<file path="src/rtl/qpd_pkg.sv">
// Shared types, character constants and hex helpers for the quoted-printable decoder.
package qpd_pkg;

    // Number of result slots that one encoded byte can produce.
    localparam int RunDepth = 3;

    // Characters the decoder reacts to.
    localparam logic [7:0] CH_EQ = 8'h3D;
    localparam logic [7:0] CH_LF = 8'h0A;
    localparam logic [7:0] CH_CR = 8'h0D;
    localparam logic [7:0] CH_0  = 8'h30;
    localparam logic [7:0] CH_9  = 8'h39;
    localparam logic [7:0] CH_LA = 8'h61;
    localparam logic [7:0] CH_LF_HEX = 8'h66;
    localparam logic [7:0] CH_UA = 8'h41;
    localparam logic [7:0] CH_UF = 8'h46;

    typedef logic [7:0] byte_t;

    // Results caused by one transfer on the input side.
    typedef struct packed {
        logic [1:0]              count;
        byte_t [RunDepth-1:0]    bytes;
        logic                    eom;
        logic                    marker;
    } qpd_run_t;

    // True for 0-9, a-f and A-F.
    function automatic logic is_hex(input byte_t c);
        is_hex = ((c >= CH_0) && (c <= CH_9)) ||
                 ((c >= CH_LA) && (c <= CH_LF_HEX)) ||
                 ((c >= CH_UA) && (c <= CH_UF));
    endfunction

    // Nibble value of a hex digit; letters of either case share the low bits.
    function automatic logic [3:0] hex_nibble(input byte_t c);
        if (c <= CH_9)
        begin
            hex_nibble = c[3:0];
        end
        else
        begin
            hex_nibble = c[3:0] + 4'd9;
        end
    endfunction

endpackage

</file>
<file path="src/rtl/qpd_decode.sv">
// Escape decoder: pending-escape state and the results of one encoded byte.
module qpd_decode
(
    input  logic                 clk,
    input  logic                 rst_n,
    input  qpd_pkg::byte_t       in_byte,
    input  logic                 last,
    input  logic                 step,
    output qpd_pkg::qpd_run_t    run
);

    typedef enum logic [1:0] {
        MODE_IDLE,
        MODE_EQ,
        MODE_EQ_HEX,
        MODE_EQ_CR
    } mode_t;

    mode_t          mode_reg;
    mode_t          mode_next;
    qpd_pkg::byte_t held_reg;
    qpd_pkg::byte_t held_next;

    // Work out the results of the byte and the state it leaves behind.
    always_comb
    begin
        logic [1:0] n;
        logic       plain;
        n         = 2'd0;
        plain     = 1'b0;
        mode_next = mode_reg;
        held_next = held_reg;
        run       = '0;

        case (mode_reg)
            MODE_IDLE:
            begin
                plain = 1'b1;
            end
            MODE_EQ:
            begin
                if (qpd_pkg::is_hex(in_byte))
                begin
                    held_next = in_byte;
                    mode_next = MODE_EQ_HEX;
                end
                else if (in_byte == qpd_pkg::CH_LF)
                begin
                    mode_next = MODE_IDLE;
                end
                else if (in_byte == qpd_pkg::CH_CR)
                begin
                    mode_next = MODE_EQ_CR;
                end
                else
                begin
                    run.bytes[n] = qpd_pkg::CH_EQ;
                    n            = n + 2'd1;
                    mode_next    = MODE_IDLE;
                    plain        = 1'b1;
                end
            end
            MODE_EQ_HEX:
            begin
                mode_next = MODE_IDLE;
                if (qpd_pkg::is_hex(in_byte))
                begin
                    run.bytes[n] = {qpd_pkg::hex_nibble(held_reg),
                                    qpd_pkg::hex_nibble(in_byte)};
                    n            = n + 2'd1;
                end
                else
                begin
                    run.bytes[n] = qpd_pkg::CH_EQ;
                    n            = n + 2'd1;
                    run.bytes[n] = held_reg;
                    n            = n + 2'd1;
                    plain        = 1'b1;
                end
            end
            default:
            begin
                mode_next = MODE_IDLE;
                if (in_byte != qpd_pkg::CH_LF)
                begin
                    run.bytes[n] = qpd_pkg::CH_EQ;
                    n            = n + 2'd1;
                    run.bytes[n] = qpd_pkg::CH_CR;
                    n            = n + 2'd1;
                    plain        = 1'b1;
                end
            end
        endcase

        // A byte taken with nothing held: '=' opens an escape, all else passes.
        if (plain)
        begin
            if (in_byte == qpd_pkg::CH_EQ)
            begin
                mode_next = MODE_EQ;
            end
            else
            begin
                run.bytes[n] = in_byte;
                n            = n + 2'd1;
            end
        end

        // At message end, flush held bytes literally and return to idle.
        if (last)
        begin
            case (mode_next)
                MODE_EQ:
                begin
                    run.bytes[n] = qpd_pkg::CH_EQ;
                    n            = n + 2'd1;
                end
                MODE_EQ_HEX:
                begin
                    run.bytes[n] = qpd_pkg::CH_EQ;
                    n            = n + 2'd1;
                    run.bytes[n] = held_next;
                    n            = n + 2'd1;
                end
                MODE_EQ_CR:
                begin
                    run.bytes[n] = qpd_pkg::CH_EQ;
                    n            = n + 2'd1;
                    run.bytes[n] = qpd_pkg::CH_CR;
                    n            = n + 2'd1;
                end
                default:
                begin
                end
            endcase
            mode_next = MODE_IDLE;
            held_next = '0;
            run.eom   = 1'b1;
            // An empty end still needs a result to carry the end flag.
            if (n == 2'd0)
            begin
                run.marker   = 1'b1;
                run.bytes[0] = '0;
                n            = 2'd1;
            end
        end

        run.count = n;
    end

    // State advances only when the byte is handed on.
    always_ff @(posedge clk or negedge rst_n)
    begin
        if (!rst_n)
        begin
            mode_reg <= MODE_IDLE;
            held_reg <= '0;
        end
        else if (step)
        begin
            mode_reg <= mode_next;
            held_reg <= held_next;
        end
    end

endmodule

</file>
<file path="src/rtl/qpd_out_buf.sv">
// Result register: holds the results of one byte and sends them one per transfer.
module qpd_out_buf
(
    input  logic                 clk,
    input  logic                 rst_n,
    input  logic                 load,
    input  qpd_pkg::qpd_run_t    run,
    output logic                 free,
    output logic                 out_valid,
    input  logic                 out_stall,
    output qpd_pkg::byte_t       out_byte,
    output logic                 has_byte,
    output logic                 last_of_run,
    output logic                 end_of_message
);

    logic              vld_reg;
    qpd_pkg::qpd_run_t run_reg;
    logic [1:0]        idx_reg;
    logic              take;
    logic              at_end;
    logic              done;

    // Current slot and whether it closes the run.
    assign at_end = (idx_reg == (run_reg.count - 2'd1));
    assign take   = vld_reg && !out_stall;
    assign done   = take && at_end;
    assign free   = !vld_reg || done;

    assign out_valid      = vld_reg;
    assign out_byte       = run_reg.bytes[idx_reg];
    assign has_byte       = !run_reg.marker;
    assign last_of_run    = at_end;
    assign end_of_message = at_end && run_reg.eom;

    // Control: load a new run, step through slots, drop when the last one goes.
    always_ff @(posedge clk or negedge rst_n)
    begin
        if (!rst_n)
        begin
            vld_reg <= 1'b0;
            idx_reg <= '0;
        end
        else if (load)
        begin
            vld_reg <= 1'b1;
            idx_reg <= '0;
        end
        else if (done)
        begin
            vld_reg <= 1'b0;
        end
        else if (take)
        begin
            idx_reg <= idx_reg + 2'd1;
        end
    end

    // Payload needs no reset.
    always_ff @(posedge clk)
    begin
        if (load)
        begin
            run_reg <= run;
        end
    end

endmodule

</file>
<file path="src/rtl/quoted_printable_decoder_core.sv">
// Quoted-printable decoder: every encoded byte gives zero to three decoded bytes. An input
// transfer lands in an input register; the escape decoder turns it, together with the held
// '=' and hex digit, into a run of results that is written to the result register, which
// sends them one transfer at a time. A new byte is taken every cycle as long as the output
// is not stalled and each byte gives at most one result; a byte that gives k results holds
// the result register until all k are sent, since the output side moves one byte per
// transfer. A byte that gives no result (a held '=' or a soft line break) still waits until
// the result register is free, then leaves the input register without loading anything. The
// byte flagged last always gives at least one result, ending in end_of_message; with nothing
// to send it is a single end marker with has_byte low.
module quoted_printable_decoder_core
(
    input  logic                 clk,
    input  logic                 rst_n,
    input  logic                 in_valid,
    output logic                 in_stall,
    input  qpd_pkg::byte_t       in_byte,
    input  logic                 last,
    output logic                 out_valid,
    input  logic                 out_stall,
    output qpd_pkg::byte_t       out_byte,
    output logic                 has_byte,
    output logic                 last_of_run,
    output logic                 end_of_message
);

    logic              in_vld_reg;
    qpd_pkg::byte_t    in_byte_reg;
    logic              in_last_reg;
    logic              buf_free;
    logic              consume;
    logic              accept;
    qpd_pkg::qpd_run_t run;

    // Handshake: the registered byte moves on once the result register can take it.
    assign consume  = in_vld_reg && buf_free;
    assign in_stall = in_vld_reg && !buf_free;
    assign accept   = in_valid && !in_stall;

    // Input register control.
    always_ff @(posedge clk or negedge rst_n)
    begin
        if (!rst_n)
        begin
            in_vld_reg <= 1'b0;
        end
        else if (accept)
        begin
            in_vld_reg <= 1'b1;
        end
        else if (consume)
        begin
            in_vld_reg <= 1'b0;
        end
    end

    // Input register payload.
    always_ff @(posedge clk)
    begin
        if (accept)
        begin
            in_byte_reg <= in_byte;
            in_last_reg <= last;
        end
    end

    qpd_decode u_decode
    (
        .clk     (clk),
        .rst_n   (rst_n),
        .in_byte (in_byte_reg),
        .last    (in_last_reg),
        .step    (consume),
        .run     (run)
    );

    qpd_out_buf u_out_buf
    (
        .clk            (clk),
        .rst_n          (rst_n),
        .load           (consume && (run.count != 2'd0)),
        .run            (run),
        .free           (buf_free),
        .out_valid      (out_valid),
        .out_stall      (out_stall),
        .out_byte       (out_byte),
        .has_byte       (has_byte),
        .last_of_run    (last_of_run),
        .end_of_message (end_of_message)
    );

endmodule

</file>
<file path="config.mk">
export PLATFORM = sky130hd
export DESIGN_NAME = quoted_printable_decoder_core
export DESIGN_NICKNAME = d
export VERILOG_FILES = /design/src/rtl/qpd_pkg.sv /design/src/rtl/qpd_decode.sv /design/src/rtl/qpd_out_buf.sv /design/src/rtl/quoted_printable_decoder_core.sv
export SDC_FILE = /design/constraint.sdc
export NUM_CORES = 1
export LEC_CHECK = 0
export ABC_CLOCK_PERIOD_IN_PS = 5350
export BUFFER_PORTS_ARGS = -buffer_cell sky130_fd_sc_hd__buf_4
export CAP_MARGIN = 20
export CORE_MARGIN = 1
export CORE_UTILIZATION = 30
export DETAILED_ROUTE_END_ITERATION = 10
export SLEW_MARGIN = 15
export SYNTH_ARGS = -nofsm -noshare
export SYNTH_HDL_FRONTEND = slang
export SYNTH_SLANG_ARGS = --single-unit
</file>
<file path="constraint.sdc">
create_clock -name clk -period 5.35 [get_ports clk]
set_clock_uncertainty 0.2 [all_clocks]
set_input_delay 0.535 -clock clk [delete_from_list [all_inputs] [get_ports clk]]
set_output_delay 0.535 -clock clk [all_outputs]
set_load 0.02 [all_outputs]
</file>
==> results by group <==
Outcome
  – Run status: finished, final reports clean

Worst setup path
  – Worst-path maximum fanout: 11
  – Number of cells traversed by the worst register-to-register path: 17
  – Category of the worst setup path capture point: flip-flop
  – Reg-to-reg endpoint: u_out_buf.run_reg[6]$_DFFE_PP_
  – Startpoint class of the critical path: flip-flop
  – Signal arrival time at the worst endpoint: 4.70 ns
  – WS Path Type: flip-flop to flip-flop
  – Origin of the critical flop-to-flop path: in_byte_reg[0]$_DFFE_PP_
  – Register-to-register setup slack: 0.48 ns
  – CP Data Required Time: 5.18 ns

STA
  – Final Hold Viols: 0
  – Highest Clock Rate: 205 MHz
  – Period Utilization, post-route: 91.0%
  – Final critical delay including setup and external delays: 4.87 ns
  – Max-Slew Margin vs Limit: 56.4%
  – Final setup viols: 0
  – Unrepaired setup endpoints after global routing: false
  – Final max-slew violation count: 0
  – Worst-margin pin slew: 0.651 ns
  – Setup tns final: 0 ns

CTS
  – Total CTS buffers: 5
  – Clk Latency, worst-skew pair: 0.29 ns
  – Sink count of the clock tree: 51
  – H-tree lvl count: 2
  – Resized cells post-CTS: 0
  – TritonCTS clock tree: built
  – Register clock-pin slew on the reported worst setup and hold paths: 0.07 ns
  – Max clock buf depth: 2
  – Clock root buffer: clkbuf_16

Logic synthesis
  – Number of instances in the synthesized netlist: 379
  – Yosys warning total: 0
  – Count of different cell masters after synthesis: 61
  – Share of flip-flops with an asynchronous set or reset after synthesis: 27.5%
  – Summed instance area of the synthesized netlist: 3500 um2
  – Sequential cell area fraction in the yosys report: 41.7%
  – Dominant register cell in the synthesized netlist: edfxtp_1
  – Number of flip-flops and latches in the synthesized netlist: 51
  – Post-synth EDFFs: 37
  – Synth Net Count: 407
  – Avg Synthesized Cell Area: 9.24 um2

Placed design
  – Count of buffers from port buffering: 25
  – DP Wirelength: 7.35 mm
  – DP Cell Count: 534
  – Weighted congestion at the end of routability-driven global placement: 0.929

Cells and area
  – Number of diodes: 0
  – Most common cell after layout, fill and taps aside: nand2_1
  – Layout Area Growth over Synthesis: 14.9%
  – Most used cells in the layout excluding fill and tap cells: nand2_1, edfxtp_1, buf_4, nor2_1, o21ai_0
  – Fillcell total: 1202
  – Share of layout cells above drive strength 1: 15.5%
  – Non-Filler Instances: 543
  – Flip-flop and latch area: 1460 um2
  – Area used by multi-input combinational logic: 1870 um2
  – Flip-flop count of the largest register after layout: 28
  – Nets@finish: 427

Die
  – Die area: 12100 um2
  – Top Ports: 26
  – Floorplan row count: 39
  – Die extent in y: 110 um
  – Starting density of the core: 30.7%
  – Width of the die: 110 um
  – Area inside the core boundary: 11400 um2

Detailed routing
  – Vias per inst: 5.44
  – Remaining number of nets flagged by the antenna check after routing: 0
  – Final routed DRC violation total: 0
  – Initial DRT Pass Iterations: 5
  – Wire length per cell: 17.9 um
  – Vias: 2955
  – Starting DRT DRC Count: 241
  – Total detailed-routing wirelength: 9.73 mm

Global route
  – Largest net degree at the start of global routing: 27
  – Number of global-route vias before repair: 2879
  – GRT Resource Usage Total: 17.3%
  – GRT Residual Overflow: 0
  – Antenna violations before repair: 0
  – Wire length of the first global-routing pass: 15.8 mm

Hold path
  – Number of instances on the worst hold path: 1
  – Endpoint, Worst Hold: in_byte_reg[2]$_DFFE_PP_
  – Type of the worst min-delay path: input port to flip-flop
  – Hold path startpoint: in_byte[2]

Power and ir drop
  – Worst VDD drop: 0.170 mV
  – Power per Cell Area: 398 nW/um2
  – Leakage Power: 1.61 nW

Job
  – Number of maximum-capacitance constraint violations: 0
-- worst max-delay path by stage --
stage,endpoint,slack [ns],start
3_3_place_gp,u_out_buf.run_reg[4]$_DFFE_PP_,0.71,in_byte_reg[0]$_DFFE_PP_
2_1_floorplan,u_out_buf.run_reg[0]$_SDFFCE_PN0P_,0.16,in_byte_reg[1]$_DFFE_PP_
4_1_cts,u_out_buf.run_reg[4]$_DFFE_PP_,0.51,in_byte_reg[0]$_DFFE_PP_
3_5_place_dp,u_out_buf.run_reg[4]$_DFFE_PP_,0.53,in_byte_reg[0]$_DFFE_PP_
6_report,u_out_buf.run_reg[6]$_DFFE_PP_,0.48,in_byte_reg[0]$_DFFE_PP_
5_1_grt,u_out_buf.run_reg[6]$_DFFE_PP_,0.11,in_byte_reg[0]$_DFFE_PP_
-- where the power goes --
group	internal (mW)	switching (mW)	total [mW]
registers	0.580	0.0997	0.679
clock network	0.221	0.142	0.363
logic	0.220	0.340	0.560
total	1.02	0.581	1.60
-- cell type report --
cell class,instances,share of cell area [%]
clock buffers,6,3.20
well taps,143,4.45
repair buffers,36,7.09
clock inverters,2,0.902
flip-flops and latches,51,36.3
multi-input cells,289,46.5
inverters,16,1.49
-- cell usage after synthesis (all sizes together) (2+ instances only) --
cell / instances / area share (%)
nand2: 50 / 5.4
edfxtp: 37 / 32
nor2: 32 / 3.5
o21ai: 31 / 4.5
a21oi: 24 / 3.5
inv: 16 / 1.7
ha: 15 / 5.4
clkbuf: 14 / 1.5
dfrtp: 14 / 10
nand3: 13 / 1.9
mux2i: 12 / 3.4
and3: 9 / 1.8
buf: 9 / 2.0
a22oi: 8 / 1.7
nand2b: 7 / 1.2
a31oi: 5 / 0.89
nor3: 5 / 1.1
o22ai: 5 / 0.89
o31ai: 5 / 1.1
xor2: 5 / 1.2
a211oi: 4 / 1.4
a21o: 4 / 0.86
a31o: 4 / 1.0
and2: 4 / 0.71
o211ai: 4 / 0.86
a211o: 3 / 0.75
nor2b: 3 / 0.54
nor3b: 3 / 0.79
or2: 3 / 0.54
or3: 3 / 0.54
a21bo: 2 / 0.57
a221o: 2 / 0.57
a221oi: 2 / 0.50
nand4: 2 / 0.36
nor4b: 2 / 0.93
o21a: 2 / 0.43
o21bai: 2 / 0.43
o311a: 2 / 0.57
xnor2: 2 / 0.50
-- worst max-delay path, stage by stage, from the launching register on --
cell	delay (ns)
edfxtp_1	0.55
inv_1	0.19
ha_1	0.21
inv_1	0.05
o311a_1	0.41
or2_1	0.33
o21ai_2	0.32
inv_1	0.11
ha_1	0.31
o31ai_1	0.09
nor2_1	0.15
a21oi_1	0.08
o221a_2	0.35
ha_1	0.33
a211oi_1	0.29
a211o_1	0.27
and3_4	0.29
a211oi_2	0.06
-- stage by stage --
step,hold WS (ns),area [um2],setup slack [ns],power [mW],util [%]
final,0.216,4020,0.484,1.60,35.2
after global routing,0.208,4020,0.110,1.70,35.2
after CTS,0.212,4020,0.509,1.62,35.2
after detailed placement,0.196,3850,0.534,1.25,33.7
after global placement,0.197,3850,0.712,1.24,33.7
after floorplan,0.0394,3500,0.156,1.03,-
-- per-layer routing --
metal / up-vias / global-route usage, % / share of wire (%)
li1: 1430 / - / -
met5: - / 0 / 0
met3: 14 / 2.23 / 5.9
met4: 0 / 4.38 / 1.2
met2: 105 / 28.9 / 47
met1: 1406 / 23.7 / 46
-- repair_timing --
| item | CTS | global route |
|---|---|---|
| hold endpoints to repair | 14 | 0 |
| hold buffers | 1 | 0 |
| setup buffers | 0 | 0 |
-- kinds of logic (layout without fill, tap and decap cells) --
family / count (synthesis) / after routing / share of synthesized area (%)
AND/OR/NAND/NOR: 138 / 138 / 19.8
AO/OA/AOI/OAI: 117 / 117 / 22.7
flip-flops: 51 / 51 / 41.7
buffers and inverters: 39 / 60 / 5.25
adder cells (fa/ha/maj): 15 / 15 / 5.36
multiplexers: 12 / 12 / 3.43
XOR/XNOR: 7 / 7 / 1.75
Note: power is estimated with default switching activity, not from simulation.
